`config.mk`:
```
export PLATFORM = sky130hd
export DESIGN_NAME = ascii_ppm_pixel_decoder_unit
export DESIGN_NICKNAME = d
export VERILOG_FILES = /design/src/hdl/appd_pkg.sv /design/src/hdl/appd_datapath.sv /design/src/hdl/appd_control.sv /design/src/hdl/ascii_ppm_pixel_decoder_unit.sv
export SDC_FILE = /design/constraint.sdc
export NUM_CORES = 2
export LEC_CHECK = 0
export BUFFER_PORTS_ARGS = -buffer_cell sky130_fd_sc_hd__clkbuf_2
export CORE_ASPECT_RATIO = 1.1
export CORE_MARGIN = 3
export CORE_UTILIZATION = 30
export DETAILED_ROUTE_END_ITERATION = 10
export GPL_ROUTABILITY_DRIVEN = 0
export PLACE_DENSITY = 0.45
export SETUP_SLACK_MARGIN = 0.2
export SLEW_MARGIN = 20
export SYNTH_ARGS = -nofsm -noshare
export SYNTH_HDL_FRONTEND = slang
export SYNTH_SLANG_ARGS = --single-unit
```
`constraint.sdc`:
```
create_clock -name aclk -period 23.2 [get_ports aclk]
set_clock_uncertainty 0.15 [all_clocks]
set_input_delay 4.64 -clock aclk [delete_from_list [all_inputs] [get_ports aclk]]
set_output_delay 4.64 -clock aclk [all_outputs]
set_load 0.005 [all_outputs]
```
`src/hdl/appd_pkg.sv`:
```
// shared types and constants for the ascii ppm pixel decoder
package appd_pkg;

    localparam logic [1:0] KIND_HEADER = 2'd0;
    localparam logic [1:0] KIND_PIXEL  = 2'd1;
    localparam logic [1:0] KIND_FAIL   = 2'd2;

    localparam logic [2:0] ST_OK    = 3'd0;
    localparam logic [2:0] ST_MAGIC = 3'd1;
    localparam logic [2:0] ST_TRUNC = 3'd2;
    localparam logic [2:0] ST_NODIG = 3'd3;
    localparam logic [2:0] ST_RANGE = 3'd4;
    localparam logic [2:0] ST_DIMS  = 3'd5;

    localparam logic [2:0] PH_MAGIC  = 3'd0;
    localparam logic [2:0] PH_WIDTH  = 3'd1;
    localparam logic [2:0] PH_HEIGHT = 3'd2;
    localparam logic [2:0] PH_MAX    = 3'd3;
    localparam logic [2:0] PH_PIXELS = 3'd4;
    localparam logic [2:0] PH_DONE   = 3'd5;
    localparam logic [2:0] PH_FAILED = 3'd6;

    localparam logic [2:0] TS_BETWEEN = 3'd0;
    localparam logic [2:0] TS_LEAD    = 3'd1;
    localparam logic [2:0] TS_SIGNED  = 3'd2;
    localparam logic [2:0] TS_DIGITS  = 3'd3;
    localparam logic [2:0] TS_TRAIL   = 3'd4;

    // where a scaled channel goes
    localparam logic [1:0] DST_NONE  = 2'd0;
    localparam logic [1:0] DST_RED   = 2'd1;
    localparam logic [1:0] DST_GREEN = 2'd2;
    localparam logic [1:0] DST_BLUE  = 2'd3;

    // characters the parser reacts to
    localparam logic [7:0] ASC_SPACE = 8'h20;
    localparam logic [7:0] ASC_TAB   = 8'h09;
    localparam logic [7:0] ASC_CR    = 8'h0D;
    localparam logic [7:0] ASC_LF    = 8'h0A;
    localparam logic [7:0] ASC_VT    = 8'h0B;
    localparam logic [7:0] ASC_FF    = 8'h0C;
    localparam logic [7:0] ASC_HASH  = 8'h23;
    localparam logic [7:0] ASC_PLUS  = 8'h2B;
    localparam logic [7:0] ASC_MINUS = 8'h2D;
    localparam logic [7:0] ASC_ZERO  = 8'h30;
    localparam logic [7:0] ASC_NINE  = 8'h39;
    localparam logic [7:0] ASC_P     = 8'h50;
    localparam logic [7:0] ASC_3     = 8'h33;

    // quotient bits of the scaling divide
    localparam logic [3:0] DIV_STEPS = 4'd8;

    // one result word
    typedef struct packed {
        logic [1:0]  kind;
        logic [30:0] width;
        logic [30:0] height;
        logic [7:0]  red;
        logic [7:0]  green;
        logic [7:0]  blue;
        logic [2:0]  status;
        logic        last_pixel;
    } res_t;

    // controller to datapath
    typedef struct packed {
        logic load;
        logic div_start;
    } cmd_t;

    // datapath to controller
    typedef struct packed {
        logic       div_pend;
        logic       div_done;
        logic [1:0] nres;
    } stat_t;

    function automatic logic is_delim(input logic [7:0] c);
        return c == ASC_SPACE || c == ASC_TAB || c == ASC_CR || c == ASC_LF
            || c == ASC_HASH;
    endfunction

endpackage

```
`src/hdl/appd_datapath.sv`:
```
// parse state, scaling divider and result registers
module appd_datapath
    import appd_pkg::*;
(
    input  logic        aclk,
    input  logic        aresetn,
    input  cmd_t        cmd,
    output stat_t       stat,
    input  logic [7:0]  byte_in,
    input  logic        end_in,
    input  logic        res_sel,
    output res_t        res_out,
    output logic        res_last
);

    logic [2:0]  phase_reg, phase_next;
    logic [1:0]  mpos_reg, mpos_next;
    logic        cmt_reg, cmt_next;
    logic [2:0]  ts_reg, ts_next;
    logic        neg_reg, neg_next;
    logic [31:0] tv_reg, tv_next;
    logic [30:0] w_reg, w_next, h_reg, h_next, max_reg, max_next;
    logic [61:0] left_reg, left_next;
    logic [1:0]  ch_reg, ch_next;
    logic [7:0]  hr_reg, hr_next, hg_reg, hg_next;
    res_t        r0_reg, r0_next, r1_reg, r1_next;
    logic [1:0]  n_reg, n_next;
    logic        pend_reg, pend_next;
    logic [1:0]  dst_reg, dst_next;
    logic [30:0] dvnd_reg, dvnd_next;
    logic [30:0] dvs_reg, dvs_next;
    // divider: restoring, one quotient bit a cycle
    logic [30:0] rem_reg;
    logic [7:0]  quo_reg;
    logic [3:0]  cnt_reg;
    logic        busy_reg, done_reg;
    logic [38:0] prod;
    logic [31:0] trial;
    logic [31:0] diff;
    logic [61:0] area;

    // value times 255 as a shift and subtract
    assign prod = {dvnd_reg, 8'd0} - {8'd0, dvnd_reg};
    assign area = 62'(w_reg) * 62'(h_reg);
    assign trial = {rem_reg, quo_reg[7]};
    assign diff = trial - {1'b0, dvs_reg};

    function automatic res_t fail_word(input logic [2:0] st);
        res_t w;
        w = '0;
        w.kind = KIND_FAIL;
        w.status = st;
        return w;
    endfunction

    // quotient fits in 8 bits since the value never exceeds the maximum
    always_ff @(posedge aclk) begin
        if (!aresetn) begin
            busy_reg <= 1'b0;
            done_reg <= 1'b0;
            rem_reg  <= '0;
            quo_reg  <= '0;
            cnt_reg  <= '0;
        end else begin
            done_reg <= 1'b0;
            if (cmd.div_start) begin
                busy_reg <= 1'b1;
                rem_reg  <= prod[38:8];
                quo_reg  <= prod[7:0];
                cnt_reg  <= DIV_STEPS;
            end else if (busy_reg) begin
                if (trial >= {1'b0, dvs_reg}) begin
                    rem_reg <= diff[30:0];
                    quo_reg <= {quo_reg[6:0], 1'b1};
                end else begin
                    rem_reg <= trial[30:0];
                    quo_reg <= {quo_reg[6:0], 1'b0};
                end
                cnt_reg <= cnt_reg - 4'd1;
                if (cnt_reg == 4'd1) begin
                    busy_reg <= 1'b0;
                    done_reg <= 1'b1;
                end
            end
        end
    end

    // byte parse
    always_comb begin
        logic        dig, delim, fin, hash_cmt;
        logic [35:0] v, lim;
        logic [30:0] pos, cv;
        res_t        e;
        phase_next = phase_reg; mpos_next = mpos_reg; cmt_next = cmt_reg;
        ts_next = ts_reg; neg_next = neg_reg; tv_next = tv_reg;
        w_next = w_reg; h_next = h_reg; max_next = max_reg; left_next = left_reg;
        ch_next = ch_reg; hr_next = hr_reg; hg_next = hg_reg;
        r0_next = r0_reg; r1_next = r1_reg; n_next = n_reg;
        pend_next = pend_reg; dst_next = dst_reg;
        dvnd_next = dvnd_reg; dvs_next = dvs_reg;
        e = '0;
        fin = 1'b0; hash_cmt = 1'b0;
        pos = '0; cv = '0;
        dig = byte_in >= ASC_ZERO && byte_in <= ASC_NINE;
        delim = is_delim(byte_in);
        v = 36'(tv_reg) * 36'd10 + 36'(byte_in - ASC_ZERO);
        lim = neg_reg ? 36'h0_8000_0000 : 36'h0_7FFF_FFFF;
        if (cmd.load) begin
            n_next = 2'd0;
            r0_next = '0; r1_next = '0;
            pend_next = 1'b0; dst_next = DST_NONE;
            if (phase_reg == PH_MAGIC) begin
                if (mpos_reg == 2'd0 && byte_in == ASC_P) mpos_next = 2'd1;
                else if (mpos_reg == 2'd1 && byte_in == ASC_3) mpos_next = 2'd2;
                else if (mpos_reg == 2'd2 && delim) begin
                    phase_next = PH_WIDTH;
                    cmt_next = byte_in == ASC_HASH;
                end else begin
                    phase_next = PH_FAILED; r0_next = fail_word(ST_MAGIC); n_next = 2'd1;
                end
            end else if (phase_reg >= PH_WIDTH && phase_reg <= PH_PIXELS) begin
                if (cmt_reg) begin
                    if (byte_in == ASC_LF) cmt_next = 1'b0;
                end else if (delim) begin
                    fin = ts_reg != TS_BETWEEN;
                    hash_cmt = byte_in == ASC_HASH;
                end else if (ts_reg != TS_TRAIL) begin
                    if (ts_reg == TS_BETWEEN) ts_next = TS_LEAD;
                    if (dig) begin
                        if (v > lim) begin
                            ts_next = TS_BETWEEN; neg_next = 1'b0; tv_next = '0;
                            phase_next = PH_FAILED; r0_next = fail_word(ST_RANGE);
                            n_next = 2'd1;
                        end else begin
                            tv_next = v[31:0]; ts_next = TS_DIGITS;
                        end
                    end else if (ts_reg == TS_DIGITS) ts_next = TS_TRAIL;
                    else if ((ts_reg == TS_BETWEEN || ts_reg == TS_LEAD)
                             && (byte_in == ASC_VT || byte_in == ASC_FF)) ts_next = TS_LEAD;
                    else if ((ts_reg == TS_BETWEEN || ts_reg == TS_LEAD)
                             && (byte_in == ASC_PLUS || byte_in == ASC_MINUS)) begin
                        neg_next = byte_in == ASC_MINUS; ts_next = TS_SIGNED;
                    end else begin
                        ts_next = TS_BETWEEN; neg_next = 1'b0; tv_next = '0;
                        phase_next = PH_FAILED; r0_next = fail_word(ST_NODIG);
                        n_next = 2'd1;
                    end
                end
            end
            // an open token also ends at the end of the data
            if (end_in && phase_next >= PH_WIDTH && phase_next <= PH_PIXELS
                && ts_next != TS_BETWEEN) fin = 1'b1;
            // token end: store a dimension or a channel
            if (fin) begin
                if (ts_next == TS_LEAD || ts_next == TS_SIGNED) begin
                    phase_next = PH_FAILED; r0_next = fail_word(ST_NODIG); n_next = 2'd1;
                end else begin
                    pos = neg_next ? 31'd0 : tv_next[30:0];
                    if (phase_next == PH_WIDTH) begin
                        w_next = pos; phase_next = PH_HEIGHT;
                    end else if (phase_next == PH_HEIGHT) begin
                        h_next = pos; phase_next = PH_MAX;
                    end else if (phase_next == PH_MAX) begin
                        max_next = pos;
                        if (w_reg == '0 || h_reg == '0 || pos == '0) begin
                            phase_next = PH_FAILED; r0_next = fail_word(ST_DIMS);
                        end else begin
                            e.kind = KIND_HEADER; e.width = w_reg; e.height = h_reg;
                            left_next = area; ch_next = 2'd0; phase_next = PH_PIXELS;
                            r0_next = e;
                        end
                        n_next = 2'd1;
                    end else if (phase_next == PH_PIXELS && max_reg != '0) begin
                        // clamp and hand the channel to the divider
                        cv = (pos > max_reg) ? max_reg : pos;
                        dvnd_next = cv; dvs_next = max_reg; pend_next = 1'b1;
                        if (ch_reg == 2'd0) begin
                            dst_next = DST_RED; ch_next = 2'd1;
                        end else if (ch_reg == 2'd1) begin
                            dst_next = DST_GREEN; ch_next = 2'd2;
                        end else begin
                            dst_next = DST_BLUE; ch_next = 2'd0;
                            if (left_reg != '0) left_next = left_reg - 62'd1;
                            e.kind = KIND_PIXEL; e.red = hr_reg; e.green = hg_reg;
                            e.last_pixel = left_reg <= 62'd1;
                            if (left_reg <= 62'd1) phase_next = PH_DONE;
                            r0_next = e; n_next = 2'd1;
                        end
                    end
                end
                ts_next = TS_BETWEEN; neg_next = 1'b0; tv_next = '0;
            end
            if (hash_cmt && phase_next >= PH_WIDTH && phase_next <= PH_PIXELS)
                cmt_next = 1'b1;
            // end of data: truncation check and restart
            if (end_in) begin
                if (phase_next == PH_MAGIC) begin
                    r0_next = fail_word((mpos_next == 2'd2) ? ST_TRUNC : ST_MAGIC);
                    n_next = 2'd1;
                end else if (phase_next >= PH_WIDTH && phase_next <= PH_PIXELS) begin
                    if (n_next == 2'd0) r0_next = fail_word(ST_TRUNC);
                    else r1_next = fail_word(ST_TRUNC);
                    n_next = n_next + 2'd1;
                end
                phase_next = PH_MAGIC; mpos_next = 2'd0; cmt_next = 1'b0;
                ts_next = TS_BETWEEN; neg_next = 1'b0; tv_next = '0;
                w_next = '0; h_next = '0; max_next = '0; left_next = '0;
                ch_next = 2'd0; hr_next = '0; hg_next = '0;
                // a held red or green channel is dropped with the restart; a blue one is kept
                if (dst_next != DST_BLUE) begin
                    pend_next = 1'b0; dst_next = DST_NONE;
                end
            end
        end else if (cmd.div_start) begin
            pend_next = 1'b0;
        end else if (done_reg) begin
            // scaled channel ready
            case (dst_reg)
                DST_RED:   hr_next = quo_reg;
                DST_GREEN: hg_next = quo_reg;
                DST_BLUE:  r0_next.blue = quo_reg;
                default:   dst_next = DST_NONE;
            endcase
        end
    end

    always_ff @(posedge aclk) begin
        if (!aresetn) begin
            phase_reg <= PH_MAGIC; mpos_reg <= '0; cmt_reg <= 1'b0;
            ts_reg <= TS_BETWEEN; neg_reg <= 1'b0; tv_reg <= '0;
            w_reg <= '0; h_reg <= '0; max_reg <= '0; left_reg <= '0;
            ch_reg <= '0; hr_reg <= '0; hg_reg <= '0;
            r0_reg <= '0; r1_reg <= '0; n_reg <= '0;
            pend_reg <= 1'b0; dst_reg <= DST_NONE; dvnd_reg <= '0; dvs_reg <= '0;
        end else begin
            phase_reg <= phase_next; mpos_reg <= mpos_next; cmt_reg <= cmt_next;
            ts_reg <= ts_next; neg_reg <= neg_next; tv_reg <= tv_next;
            w_reg <= w_next; h_reg <= h_next; max_reg <= max_next;
            left_reg <= left_next; ch_reg <= ch_next; hr_reg <= hr_next;
            hg_reg <= hg_next; r0_reg <= r0_next; r1_reg <= r1_next; n_reg <= n_next;
            pend_reg <= pend_next; dst_reg <= dst_next;
            dvnd_reg <= dvnd_next; dvs_reg <= dvs_next;
        end
    end

    assign stat.div_pend = pend_reg;
    assign stat.div_done = done_reg;
    assign stat.nres = n_reg;
    // results leave in order: first word, then second
    assign res_out = res_sel ? r1_reg : r0_reg;
    assign res_last = res_sel || (n_reg == 2'd1);

endmodule

```
`src/hdl/appd_control.sv`:
```
// sequencing of input acceptance, scaling and result delivery
module appd_control
    import appd_pkg::*;
(
    input  logic  aclk,
    input  logic  aresetn,
    input  logic  s_valid,
    output logic  s_ready,
    output logic  m_valid,
    input  logic  m_ready,
    output cmd_t  cmd,
    input  stat_t stat,
    output logic  res_sel
);

    typedef enum logic [4:0] {
        S_IDLE = 5'b00001,
        S_EVAL = 5'b00010,
        S_DIV  = 5'b00100,
        S_OUT0 = 5'b01000,
        S_OUT1 = 5'b10000
    } state_t;

    state_t state_reg, state_next;

    assign s_ready = state_reg == S_IDLE;
    assign m_valid = state_reg == S_OUT0 || state_reg == S_OUT1;
    assign res_sel = state_reg == S_OUT1;
    assign cmd.load = s_valid && s_ready;
    assign cmd.div_start = state_reg == S_EVAL && stat.div_pend;

    // next state
    always_comb begin
        state_next = state_reg;
        case (state_reg)
            S_IDLE: if (cmd.load) state_next = S_EVAL;
            S_EVAL: begin
                if (stat.div_pend) state_next = S_DIV;
                else state_next = (stat.nres != 2'd0) ? S_OUT0 : S_IDLE;
            end
            S_DIV: begin
                if (stat.div_done)
                    state_next = (stat.nres != 2'd0) ? S_OUT0 : S_IDLE;
            end
            S_OUT0: if (m_ready) state_next = (stat.nres == 2'd2) ? S_OUT1 : S_IDLE;
            S_OUT1: if (m_ready) state_next = S_IDLE;
            default: state_next = S_IDLE;
        endcase
    end

    always_ff @(posedge aclk) begin
        if (!aresetn) state_reg <= S_IDLE;
        else state_reg <= state_next;
    end

`ifndef SYNTHESIS
    a_no_overlap: assert property (@(posedge aclk) disable iff (!aresetn)
        !(s_ready && m_valid)) else $error("input taken while output pending");
    a_out_after: assert property (@(posedge aclk) disable iff (!aresetn)
        (state_reg == S_OUT1) |-> $past(state_reg == S_OUT0 || state_reg == S_OUT1))
        else $error("second word without first");
    a_m_hold: assert property (@(posedge aclk) disable iff (!aresetn)
        (m_valid && !m_ready) |=> m_valid) else $error("output word dropped");
    a_onehot: assert property (@(posedge aclk) disable iff (!aresetn)
        $onehot(state_reg)) else $error("state not one-hot");
`endif

endmodule

```
`src/hdl/ascii_ppm_pixel_decoder_unit.sv`:
```
// ascii ppm (p3) decoder: one byte in, up to two words out
// a taken byte goes through the evaluate state, then the divide state when a channel is scaled, to the word states
// a new byte is taken only in the idle state, once all words for the last byte are out
// the scaling time is set by the eight-step restoring divider
// aresetn synchronous active low: parse state returns to expecting the magic
module ascii_ppm_pixel_decoder_unit
    import appd_pkg::*;
(
    input  logic        aclk,
    input  logic        aresetn,
    input  logic        s_valid,
    output logic        s_ready,
    input  logic [7:0]  s_byte_req,
    input  logic        s_end_of_data,
    output logic        m_valid,
    input  logic        m_ready,
    output logic [1:0]  m_kind,
    output logic [30:0] m_width,
    output logic [30:0] m_height,
    output logic [7:0]  m_red,
    output logic [7:0]  m_green,
    output logic [7:0]  m_blue,
    output logic [7:0]  m_alpha,
    output logic [2:0]  m_status,
    output logic        m_last_pixel,
    output logic        m_last
);

    cmd_t  cmd;
    stat_t stat;
    res_t  res;
    logic  res_sel;

    appd_control u_ctl (
        .aclk(aclk), .aresetn(aresetn), .s_valid(s_valid), .s_ready(s_ready),
        .m_valid(m_valid), .m_ready(m_ready), .cmd(cmd), .stat(stat),
        .res_sel(res_sel)
    );

    appd_datapath u_dp (
        .aclk(aclk), .aresetn(aresetn), .cmd(cmd), .stat(stat),
        .byte_in(s_byte_req), .end_in(s_end_of_data), .res_sel(res_sel),
        .res_out(res), .res_last(m_last)
    );

    assign m_kind = res.kind;
    assign m_width = res.width;
    assign m_height = res.height;
    assign m_red = res.red;
    assign m_green = res.green;
    assign m_blue = res.blue;
    assign m_alpha = (res.kind == KIND_PIXEL) ? 8'd255 : 8'd0;
    assign m_status = res.status;
    assign m_last_pixel = res.last_pixel;

endmodule

```
==> out/metrics.csv <==
stage;metric;value;unit
critical_path;worst setup path category;input pin to flip-flop;
global_routing;vias in the first global route;51278;
synth;Synth area leaders;fa_1 (28%), dfxtp_1 (14%), ha_1 (10%), nand2_1 (7.4%), inv_1 (6.7%);
cells_and_area;share of cells above drive strength 1;0.0552;
cells_and_area;P&R area growth vs syn;8.18;%
global_routing;largest net degree at the start of global routing;99;
synth;simple-gate area share of the yosys netlist;0.195;
synth;Seq/Total Area, Yosys;0.144;
synth;Yosys top cell by area;fa_1;
timing;RSZ-0062 raised after global routing;false;
synth;Post-synth EDFFs;0;
cts;CTS Hold Bufs;0;
synth;Synth Area in XOR/XNOR;0.0313;
synth;Synth Area in Compound Gates;0.137;
cts;CTS root buffer;clkbuf_16;
timing;final setup fails;0;
floorplan;initial core utilization;0.302;
routing;Routed WL per cell;20.6;um
timing;crit path time final;13.99;ns
routing;Detail Route Antenna Nets;0;
timing;final setup margin;9.21;ns
critical_path;Worst Path Arrival;14.35;ns
cts;htree depth;2;
timing;worst-margin pin slew;1.07;ns
cts;deepest clock path buffer count;3;
critical_path;CP Buf/Inv Count;4;
pwr;Worst VDD drop;0.0592;mV
synth;Mapped Area;0.0591;mm^2
synth;post-synth net total;8651;
floorplan;DIE HEIGHT;471;um
outcome;status;finished, final reports clean;
synth;post-synth top area share;0.285;
routing;drt pass-1 iters;6;
critical_path;CP Depth;43;
global_routing;initial antenna violation count;10;
placed_design;HPWL after DPL;153000;um
synth;post-synthesis mux area share;0.00885;
critical_path;crit path launch type;input pin;
synth;Avg Cell Area, Syn;8.07;um^2
pwr;Leak;28.8;nW
timing;Final Slew Violations;0;
timing;fin crit share;0.603;
cts;CTS Sinks;424;
critical_path;delay-heaviest family, CP;compound AO/OA/AOI/OAI gates;
routing;Vias/cell;5.11;
cts;clock latency on the worst-skew pair;0.69;ns
cts;post-CTS setup buffers;0;
routing;post-route DRC violation count;0;
synth;most frequent cell after synthesis;nand2_1;
placed_design;pre-CTS setup slack;8.53;ns
worst_hold_path;cell count of the worst hold path;2;
floorplan;die area;0.202;mm^2
cts;CTS buffer count;55;
floorplan;I/O pin count;116;
synth;synthesis warning total;0;
critical_path;CP peak stage delay;0.56;ns
critical_path;Critical Path RT;23.55;ns
cells_and_area;# nets final;8459;
critical_path;Setup crit end kind;flip-flop;
cts;clk slew on worst S/H paths;0.07;ns
cts;CTS tree;yes;
routing;final wirelength;201000;um
cells_and_area;number of flip-flops under the largest register name;92;
critical_path;slowest CP cell;a31o_4;
synth;largest family of logic cells by synthesized area;adder cells;
synth;Post-Synthesis Cells;7321;
synth;top post-synthesis cells by count;nand2_1 (1,169), inv_1 (1,053), fa_1 (840), nor2_1 (531), ha_1 (477);
worst_hold_path;HP Class;flip-flop to flip-flop;
floorplan;core area;0.195;mm^2
critical_path;CP most frequent cell;a21oi_1;
synth;Post-Synth Adder-Cell Area;0.386;
synth;Yosys reg bits;424;
global_routing;global-route wire length before repair;314000;um
critical_path;Worst R2R Path Depth;53;
global_routing;Total GRT Usage;0.198;
timing;fmax;71.5;MHz
placed_design;IO buf count;115;
floorplan;chip width;429;um
cts;cts repair resizes;0;
synth;ys async rst share;0;
floorplan;FP Rows;170;
critical_path;worst-path fanout max;62;
flow_run;maxcap violations;0;
timing;TNS Setup;0;ns
timing;Rel. slew slack;0.285;
global_routing;Remaining Overflow, GRT;0;
timing;Final Hold Vio Count;0;
routing;DRT iter0 DRCs;3252;
routing;via count;49897;
synth;post-synth cell types;98;
pwr;Pwr per Cell Area;31.9;mW/mm^2
synth;dominant synthesized flop cell;dfxtp_1;
## placed cells by master, fill, tap and decap left out, types with 13 or more instances in the layout
| cell | synthesis | final |
|---|---|---|
| a22oi_1 | 114 | 114 |
| nand2_1 | 1169 | 1166 |
| clkbuf_16 | 0 | 55 |
| o21bai_1 | 25 | 25 |
| o21ai_0 | 162 | 162 |
| or4_1 | 15 | 14 |
| xnor2_1 | 116 | 116 |
| or3_1 | 39 | 38 |
| nand3b_1 | 13 | 13 |
| a211oi_1 | 98 | 98 |
| o211ai_1 | 21 | 21 |
| a22o_1 | 24 | 24 |
| dfxtp_1 | 424 | 420 |
| mux2i_1 | 50 | 50 |
| a31oi_1 | 31 | 31 |
| nand3_1 | 123 | 122 |
| ha_1 | 477 | 477 |
| nor3_1 | 88 | 87 |
| nor2b_1 | 47 | 47 |
| nor4_1 | 54 | 53 |
| nor2_1 | 531 | 530 |
| and3_1 | 17 | 16 |
| xor2_1 | 93 | 93 |
| inv_1 | 1053 | 1053 |
| a21oi_1 | 446 | 445 |
| nand4_1 | 51 | 51 |
| buf_4 | 11 | 112 |
| fa_1 | 840 | 840 |
| or2_2 | 15 | 15 |
| and2_1 | 288 | 288 |
| o31ai_1 | 16 | 15 |
| a21boi_0 | 13 | 13 |
| nand2b_1 | 43 | 43 |
| a21o_1 | 103 | 103 |
| o21a_1 | 35 | 35 |
| clkbuf_2 | 0 | 114 |
| o32ai_1 | 17 | 17 |
| clkinv_2 | 0 | 13 |
## layer usage
metal / track usage / wire, um / up-vias
met1: 0.273 / 91800 / 25296
met3: 0.0147 / 8510 / 223
li1: - / - / 23184
met4: 0.0500 / 4940 / 0
met5: 0 / 0 / -
met2: 0.337 / 96000 / 1194
## final timing paths
| kind | to | slack (ns) | startpoint |
|---|---|---|---|
| worst min register to register | u_dp.r0_reg[3] | 0.32 | u_dp.r0_reg[3] |
| worst max-delay path | u_dp.dvnd_reg[0] | 9.21 | s_byte_req[4] |
| worst min-delay path | u_dp.r0_reg[3] | 0.32 | u_dp.r0_reg[3] |
| worst max register to register | u_dp.dvnd_reg[0] | 10.56 | u_dp.tv_reg[1] |
## cell families (layout without fill, tap and decap cells)
family,after synthesis,in the layout
compound gates,1249,1249
xor+xnor,210,210
fa+ha+maj,1317,1317
buf+inv,1530,1381
flops,424,424
mux,52,52
other cells,0,4
simple gates,2539,2539
## metrics by stage
stage | area, um^2 | hold WS (ns) | cells | power (mW) | util
final | 63900 | 0.316 | 9756 | 2.04 | 0.327
after global routing | 63900 | 0.334 | 9753 | 2.12 | 0.327
after global placement | 62000 | 0.302 | 9652 | 1.12 | 0.317
after floorplan | 59100 | 0.277 | 7321 | 1.00 | -
after CTS | 63900 | 0.316 | 9752 | 2.06 | 0.327
after detailed placement | 62000 | 0.308 | 9652 | 1.12 | 0.317
## worst register-to-register path, delay by kind of cell (launching register included)
kind,cells,cell delay [ns]
compound gates,33,7.40
xor+xnor,1,0.24
fa+ha+maj,6,1.97
buf+inv,1,0.39
flops,1,0.47
mux,2,0.34
simple gates,10,1.50
## power by group
| group | internal (mW) | leakage [nW] | switching (mW) | total, mW |
|---|---|---|---|---|
| sequential | 0.734 | 3.42 | 0.00893 | 0.743 |
| combinational | 0.105 | 24.4 | 0.255 | 0.360 |
| clock | 0.546 | 0.942 | 0.387 | 0.933 |
## final cells by class
| type | instances | area [um^2] |
|---|---|---|
| Antenna cell | 4 | 10.0 |
| Clock buffer | 67 | 1480 |
| Clock inverter | 33 | 435 |
| Fill cell | 20769 | 132000 |
| Inverter | 1055 | 3970 |
| Multi-Input combinational cell | 5367 | 44900 |
| Sequential cell | 424 | 8490 |
| Tap cell | 2580 | 3230 |
| Timing Repair Buffer | 226 | 1410 |
(Power assumes the default switching activity.)
